==> src/sv/assert_macros.svh <==
// ----------------------------------------------------------------------------
// assertion macros
// Shared property wrappers for the transform block; define ASSERT_OFF to
// compile them out.
// ----------------------------------------------------------------------------
`ifndef ASSERT_MACROS_SVH
`define ASSERT_MACROS_SVH

`ifndef ASSERT_OFF

// consequent must hold in the same cycle as the antecedent
`define ASSERT_IMPLIES(name, clk, rst, ante, cons) \
  name: assert property (@(posedge clk) disable iff (rst) (ante) |-> (cons)) \
    else $error("assertion failed");

// consequent must hold in the cycle after the antecedent
`define ASSERT_NEXT(name, clk, rst, ante, cons) \
  name: assert property (@(posedge clk) disable iff (rst) (ante) |=> (cons)) \
    else $error("assertion failed");

// condition must never be seen
`define ASSERT_NEVER(name, clk, rst, cond) \
  name: assert property (@(posedge clk) disable iff (rst) !(cond)) \
    else $error("assertion failed");

`else

`define ASSERT_IMPLIES(name, clk, rst, ante, cons)
`define ASSERT_NEXT(name, clk, rst, ante, cons)
`define ASSERT_NEVER(name, clk, rst, cond)

`endif

`endif

==> src/sv/sqpt_pkg.sv <==
// ----------------------------------------------------------------------------
// sqpt_pkg
// Types, constants and fixed-point helpers shared by the scaled quaternion
// point transform front end, back end and top level.
// ----------------------------------------------------------------------------
package sqpt_pkg;

  // fixed-point formats
  localparam int ROT_FRAC    = 28;
  localparam int SCALE_FRAC  = 8;
  localparam int BASIS_FRAC  = 16;
  localparam int BASIS_SHIFT = ROT_FRAC + SCALE_FRAC - BASIS_FRAC;

  // datapath widths
  localparam int ROT_W    = 35;
  localparam int LANE_A_W = 35;
  localparam int LANE_B_W = 32;
  localparam int PROD_W   = LANE_A_W + LANE_B_W;
  localparam int ACC_W    = PROD_W + 2;
  localparam int SH_W     = ACC_W - BASIS_FRAC;

  // item queue between front and back
  localparam int QUEUE_DEPTH = 4;
  localparam int QUEUE_AW    = $clog2(QUEUE_DEPTH);
  localparam int QUEUE_CNT_W = $clog2(QUEUE_DEPTH + 1);
  localparam logic [QUEUE_CNT_W-1:0] QUEUE_FULL = QUEUE_CNT_W'(QUEUE_DEPTH);

  // rounding and clamp constants
  localparam logic signed [ROT_W-1:0]  ROT_ONE   = ROT_W'(64'd1 << ROT_FRAC);
  localparam logic signed [PROD_W-1:0] BASIS_RND = PROD_W'(64'd1 << (BASIS_SHIFT - 1));
  localparam logic signed [ACC_W-1:0]  ACC_RND   = ACC_W'(64'd1 << (BASIS_FRAC - 1));
  localparam logic signed [SH_W-1:0]   SAT_HI    = SH_W'(32'sh7fffffff);
  localparam logic signed [SH_W-1:0]   SAT_LO    = SH_W'(32'sh80000000);

  // item kinds
  typedef enum logic {
    OP_LOAD  = 1'b0,
    OP_POINT = 1'b1
  } op_t;

  // one classified input item
  typedef struct packed {
    op_t                kind;
    logic signed [15:0] quat_x;
    logic signed [15:0] quat_y;
    logic signed [15:0] quat_z;
    logic signed [15:0] quat_w;
    logic signed [31:0] trans_x;
    logic signed [31:0] trans_y;
    logic signed [31:0] trans_z;
    logic signed [15:0] scale_x;
    logic signed [15:0] scale_y;
    logic signed [15:0] scale_z;
  } item_t;

  // one result item
  typedef struct packed {
    logic signed [31:0] world_x;
    logic signed [31:0] world_y;
    logic signed [31:0] world_z;
  } res_t;

  // sign extension onto the multiplier lanes
  function automatic logic signed [LANE_A_W-1:0] ext_a16(input logic signed [15:0] v);
    return LANE_A_W'(v);
  endfunction

  function automatic logic signed [LANE_A_W-1:0] ext_a32(input logic signed [31:0] v);
    return LANE_A_W'(v);
  endfunction

  function automatic logic signed [LANE_B_W-1:0] ext_b16(input logic signed [15:0] v);
    return LANE_B_W'(v);
  endfunction

  // rotation term times scale, round half up to Q16.16
  function automatic logic signed [31:0] basis_round(input logic signed [PROD_W-1:0] p);
    logic signed [PROD_W-1:0] t;
    t = p + BASIS_RND;
    return t[BASIS_SHIFT+31:BASIS_SHIFT];
  endfunction

  // drop fraction bits of the point sum and clamp to 32 bits
  function automatic logic signed [31:0] round_sat(input logic signed [ACC_W-1:0] a);
    logic signed [SH_W-1:0] s;
    s = a[ACC_W-1:BASIS_FRAC];
    if (s > SAT_HI) begin
      return SAT_HI[31:0];
    end else if (s < SAT_LO) begin
      return SAT_LO[31:0];
    end
    return s[31:0];
  endfunction

endpackage

==> src/sv/sqpt_front.sv <==
// ----------------------------------------------------------------------------
// sqpt_front
// Accepts input items, tags each one as a load or a point item and holds
// them in a short queue until the back end takes them.
// ----------------------------------------------------------------------------
`include "assert_macros.svh"

module sqpt_front (
  input  logic                clk,
  input  logic                rst,
  input  logic                push,
  output logic                full,
  input  logic                op,
  input  logic signed [15:0]  quat_x,
  input  logic signed [15:0]  quat_y,
  input  logic signed [15:0]  quat_z,
  input  logic signed [15:0]  quat_w,
  input  logic signed [31:0]  trans_x,
  input  logic signed [31:0]  trans_y,
  input  logic signed [31:0]  trans_z,
  input  logic signed [15:0]  scale_x,
  input  logic signed [15:0]  scale_y,
  input  logic signed [15:0]  scale_z,
  output logic                q_valid,
  output sqpt_pkg::item_t     q_item,
  input  logic                q_pop
);

  sqpt_pkg::item_t                   mem [sqpt_pkg::QUEUE_DEPTH];
  logic [sqpt_pkg::QUEUE_AW-1:0]     wr_ptr;
  logic [sqpt_pkg::QUEUE_AW-1:0]     rd_ptr;
  logic [sqpt_pkg::QUEUE_CNT_W-1:0]  count;
  sqpt_pkg::item_t                   in_item;
  logic                              push_ok;

  // classify and pack the incoming item
  always_comb begin
    in_item.kind    = sqpt_pkg::op_t'(op);
    in_item.quat_x  = quat_x;
    in_item.quat_y  = quat_y;
    in_item.quat_z  = quat_z;
    in_item.quat_w  = quat_w;
    in_item.trans_x = trans_x;
    in_item.trans_y = trans_y;
    in_item.trans_z = trans_z;
    in_item.scale_x = scale_x;
    in_item.scale_y = scale_y;
    in_item.scale_z = scale_z;
  end

  assign full    = (count == sqpt_pkg::QUEUE_FULL);
  assign push_ok = push && !full;
  assign q_valid = (count != '0);
  assign q_item  = mem[rd_ptr];

  // queue storage
  always_ff @(posedge clk) begin
    if (push_ok) begin
      mem[wr_ptr] <= in_item;
    end
  end

  // queue pointers and fill count
  always_ff @(posedge clk) begin
    if (rst) begin
      wr_ptr <= '0;
      rd_ptr <= '0;
      count  <= '0;
    end else begin
      if (push_ok) begin
        wr_ptr <= wr_ptr + 1'b1;
      end
      if (q_pop) begin
        rd_ptr <= rd_ptr + 1'b1;
      end
      if (push_ok && !q_pop) begin
        count <= count + 1'b1;
      end else if (q_pop && !push_ok) begin
        count <= count - 1'b1;
      end
    end
  end

  // checks
  `ASSERT_NEVER(a_cnt_bound, clk, rst, count > sqpt_pkg::QUEUE_FULL)
  `ASSERT_NEVER(a_pop_empty, clk, rst, q_pop && count == '0)
  `ASSERT_NEXT(a_cnt_up, clk, rst, push_ok && !q_pop, count == $past(count) + 1'b1)

endmodule

==> config.mk <==
export PLATFORM = sky130hd
export DESIGN_NAME = sqpt_front
export DESIGN_NICKNAME = d
export VERILOG_FILES = /design/src/sv/sqpt_pkg.sv /design/src/sv/sqpt_front.sv
export VERILOG_INCLUDE_DIRS = /design/src /design/src/sv
export SDC_FILE = /design/constraint.sdc
export NUM_CORES = 1
export LEC_CHECK = 0
export ABC_AREA = 1
export BUFFER_PORTS_ARGS = -buffer_cell sky130_fd_sc_hd__buf_2
export CORE_ASPECT_RATIO = 1.1
export CORE_MARGIN = 5
export CORE_UTILIZATION = 57
export CTS_CLUSTER_DIAMETER = 100
export DETAILED_ROUTE_END_ITERATION = 10
export PLACE_DENSITY = 0.87
export SLEW_MARGIN = 15
export SYNTH_ARGS = -nofsm -noshare
export SYNTH_HDL_FRONTEND = slang
export SYNTH_SLANG_ARGS = --single-unit
==> constraint.sdc <==
create_clock -name clk -period 12.1 [get_ports clk]
set_input_delay 0 -clock clk [delete_from_list [all_inputs] [get_ports clk]]
set_output_delay 0 -clock clk [all_outputs]
set_load 0.05 [all_outputs]
# [Word-level counts from Yosys, hierarchy flattened]
# Memories as Yosys holds them, arrays and structs flattened. A register that Yosys moved wholly into a read port is not among the register bits.
# Cells that the tools add are included.
[classes] n_addsub=4 muxes=6 n_eq_ne=1 n_reduce_logical=8
[ops] operator="$mux W3" count=2
[ops] operator="$add A2 B1 Y2 const B" count=2
[ops] operator="$mux W2" count=2
[ops] operator="$add A3 B1 Y3 const B" count=1
[ops] operator="$eq A3 B3 Y1 const B" count=1
[ops] operator="$logic_and A1 B1 Y1" count=3
[ops] operator="$logic_not A1 Y1" count=3
[ops] operator="$reduce_bool A3 Y1" count=1
[ops] operator="$sub A3 B1 Y3 const B" count=1
[ops] operator="$mux W1" count=2
[ops] operator="$reduce_bool A2 Y1" count=1
[word_totals] wordCells=23 input_bits=213 memories=1 ff_bits=7 output_inout_bits=211 mem_bits_rw=836
[mem_list] name="mem" depth=4 word_bits=209 rd=1 rd_clocked_by_memory_dff=1 wr=1 line="sqpt_front.sv:29" text="sqpt_pkg::item_t mem [sqpt_pkg::QUEUE_DEPTH];"

# [Longest topological paths before layout]
[depth] ltp_word=7 mapped_depth=13 mapped_depth_nobuf=13

# [Worst setup path before layout]
# Ideal clock, no wire load.
[synth_timing] path_kind="register -> register" from="register count[0] (netlist bit)" to="memory mem[0][0] (netlist bit) (enable)" path_buffers=0 arrival_time_ns=9.388 required_ns=11.318 setup_time_ns=0.782 slack_ns=1.930 stages_incl_launch_ff=5 cell_sequence="dfxtp_1 -> inv_1 -> nand3_1 -> nand2_1 -> nor2_1"
[synth_between] elab_chain_len=5
[synth_rtl] item="from (decl)" line="sqpt_front.sv:32" text="logic [sqpt_pkg::QUEUE_CNT_W-1:0] count;"
[synth_rtl] item="from (signal assigned)" line="sqpt_front.sv:77" text="count <= count + 1'b1;"
[synth_rtl] item="from (signal assigned)" line="sqpt_front.sv:79" text="count <= count - 1'b1;"
[synth_rtl] item="$eq A3 B3 Y1" line="sqpt_front.sv:51" text="assign full = (count == sqpt_pkg::QUEUE_FULL);"
[synth_rtl] item="$logic_not A1 Y1" line="sqpt_front.sv:52" text="assign push_ok = push && !full;"
[synth_rtl] item="$logic_and A1 B1 Y1" line="sqpt_front.sv:52"
[synth_rtl] item="$mux W1" line="sqpt_front.sv:58" text="if (push_ok) begin"
[synth_rtl] item="$mux W1 (implied by the code)" line="sqpt_front.sv:59" text="mem[wr_ptr] <= in_item;"
[synth_rtl] item="to (decl)" line="sqpt_front.sv:29"
# Every way passes these cells.

==> impl_metrics.toml <==
[place]
dp.cells = 3127
dp_hpwl_um = 41400
gp_congestion = 0.795
port_buffers = 423

[die]
rows = 90
die_width_um = 233
die_y_um = 256
die_area_um2 = 59600
initial_core_util_pct = 57.2
core_um2 = 54600
pin_count = 424

[critical_path]
required_ns = 12.10
start_kind = "flip-flop"
cp_max_fo = 190
path_class = "flip-flop to output pin"
timing.rr.end = "mem[2][118]"
end_kind = "output pin"
r2r_slack_ns = 8.46
critical_path_arrival_ns = 3.73
timing.rr.start = "count[0]"
r2r_cells = 6

[cts]
numCtsBuffers = 79
cts_setup_buffers = 0
ctsRootBufferMaster = "clkbuf_16"
clkSinkCount = 845
clockBufferDepth = 3
tritoncts = "done"
htreeDepth = 3
clk_pin_slew_ns = 0.07
insertion_delay_ns = 0.62

[logic_synthesis]
synth_seq_cells = 845
ys_seq_area_share_pct = 80.9
syn_nets = 2305
syn-mean-instance-area_um2 = 15.0
syn_area_um2 = 31200
syn_inst = 2086
ys_types = 18
synth_top_area_share_pct = 80.4
synthTopCellsByArea = "edfxtp_1 (80%), o21ai_0 (6.8%), nor2_1 (5.1%)"
yosysWarningCount = 0
synth_top_cell_by_area = "edfxtp_1"

[power_and_ir_drop]
vdd_drop_max_mv = 0.182
p_int_uw = 5070
clockPowerShare_pct = 35.1
power_frac_seq_pct = 49.1
combPwrFrac_pct = 15.9
cellPowerDensity_nw_per_um2 = 184
switchingPower_uw = 2050
total_leakage_power_uw = 0.0135
swShare_pct = 28.8

[sta]
finClkSkew_ns = 0.0283
setup_viol = 0
tightest_slew_ns = 1.09
slew_headroom_pct = 27.0
slew_violations = 0
hold_viol_final = 0
rsz0062_at_grt = "false"
post-route-period-util_pct = 30.8
fin_tns_setup_ns = 0
hold_ws_ns = 0.121
fmax_mhz = 268
period_needed_ns = 3.73

[global_routing]
grt_pass1_wl_um = 126000
grt.met2_usage_pct = 47.3
met1_usage_pct = 32.9
grt_pass1_vias = 21474
met3_usage_pct = 6.28
antenna_found_initial = 10
grt_max_degree = 219
grt_usage_pct = 27.3
gr-max-usage-layer = "met2"
grt_overflow_total = 0

[detailed_routing]
wirelength_um = 85300
first_pass_iters = 6
initialDrtViolationCount = 3035
routedWlPerCell_um = 24.4
dr_total_vias = 21515
drt.antenna.violating_nets = 0
drc = 0
vias_per_cell = 6.15

[finish]
fin_cells = 3501
finalNetCount = 2908
final_common_cell = "edfxtp_1"
area_growth_pct = 23.7
final_cell_mix = "edfxtp_1 (836), nor2_1 (423), buf_2 (423)"
fin_util_pct = 70.7
drive_gt1_share_pct = 20.8

[outcome]
outcome = "complete, no violations"

[min_path]
worstHoldPathType = "primary input to flip-flop"
worstHoldStart = "quat_w[9]"
holdPathStages = 2
min_to = "mem[0][153]"

[job]
drv_cap = 0
[power by group through the flow]
stage	registers, uW	clock network (uW)	logic, uW
floorplan	3600	0	724
global placement	3530	0	997
detailed placement	3540	0	1030
CTS	3480	2460	1090
global route	3500	2640	1180
finish	3490	2500	1130
[metal layers]
metal  up-vias  routed length [um]
met5         -                  13
met1     10597               28900
li1       9112                   -
met3       248                8530
met4         2                3830
met2      1556               44000
[cell families (layout without fill, tap and decap cells)]
| family | after synthesis | after routing | share of synthesized area [%] |
|---|---|---|---|
| adder cells (fa/ha/maj) | 6 | 6 | 0.264 |
| AO/OA/AOI/OAI | 636 | 636 | 11.0 |
| buffers and inverters | 158 | 826 | 2.44 |
| AND/OR/NAND/NOR | 441 | 441 | 5.34 |
| other | 0 | 11 | 0 |
| flip-flops | 845 | 845 | 80.9 |
[final cells by class]
cell class,count,area (um2)
timing repair buffer,660,4510
clock buffer,95,2060
clock inverter,51,512
inverter,20,85.1
sequential,845,25300
fill,3096,16000
antenna,11,27.5
tap,736,921
multi-input combinational,1083,5220
[sequential cells by signal (all words and copies together), names as in the netlist, named ones only]
name	cells
rd_ptr	2
count	3
wr_ptr	2
mem	836
[metrics by stage]
stage          area, um2  total power (uW)  setup WS (ns)
2_1_floorplan      31200              4320           1.93
3_3_place_gp       33800              4530           8.06
3_5_place_dp       33800              4570           7.93
4_1_cts            38500              7040           7.94
5_1_grt            38600              7320           8.17
6_report           38600              7120           8.37
[worst max path at each step]
| stage | slack [ns] | cells past startpoint | endpoint | from |
|---|---|---|---|---|
| finish | 8.37 | 5 | q_item[75] | flip-flop |
| global route | 8.17 | 5 | q_item[75] | flip-flop |
| CTS | 7.94 | 6 | mem[2][118] | count[0] |
| detailed placement | 7.93 | 6 | mem[0][120] | count[0] |
| global placement | 8.06 | 6 | mem[2][114] | count[0] |
| floorplan | 1.93 | 4 | mem[0][0] | count[0] |
[synth_stat cells, drive strengths merged]
| library cell | number |
|---|---|
| a21oi | 5 |
| buf | 57 |
| clkbuf | 81 |
| dfxtp | 9 |
| edfxtp | 836 |
| fa | 1 |
| ha | 5 |
| inv | 20 |
| nand2 | 8 |
| nand3 | 4 |
| nand3b | 1 |
| nand4 | 1 |
| nor2 | 427 |
| o21ai | 422 |
| o22ai | 209 |
[timing repair]
action / in CTS / in global routing
endpoints found under the hold margin: 845 / 0
hold buffers: 213 / 0
gates resized for setup: 0 / 0
[worst max-delay path: stages (launching register included)]
cell	delay, ns
dfxtp_4	0.37
inv_8	0.66
buf_4	0.96
o21ai_0	0.34
o22ai_1	0.33
buf_2	0.33
Power figures use the tool's default switching activity.
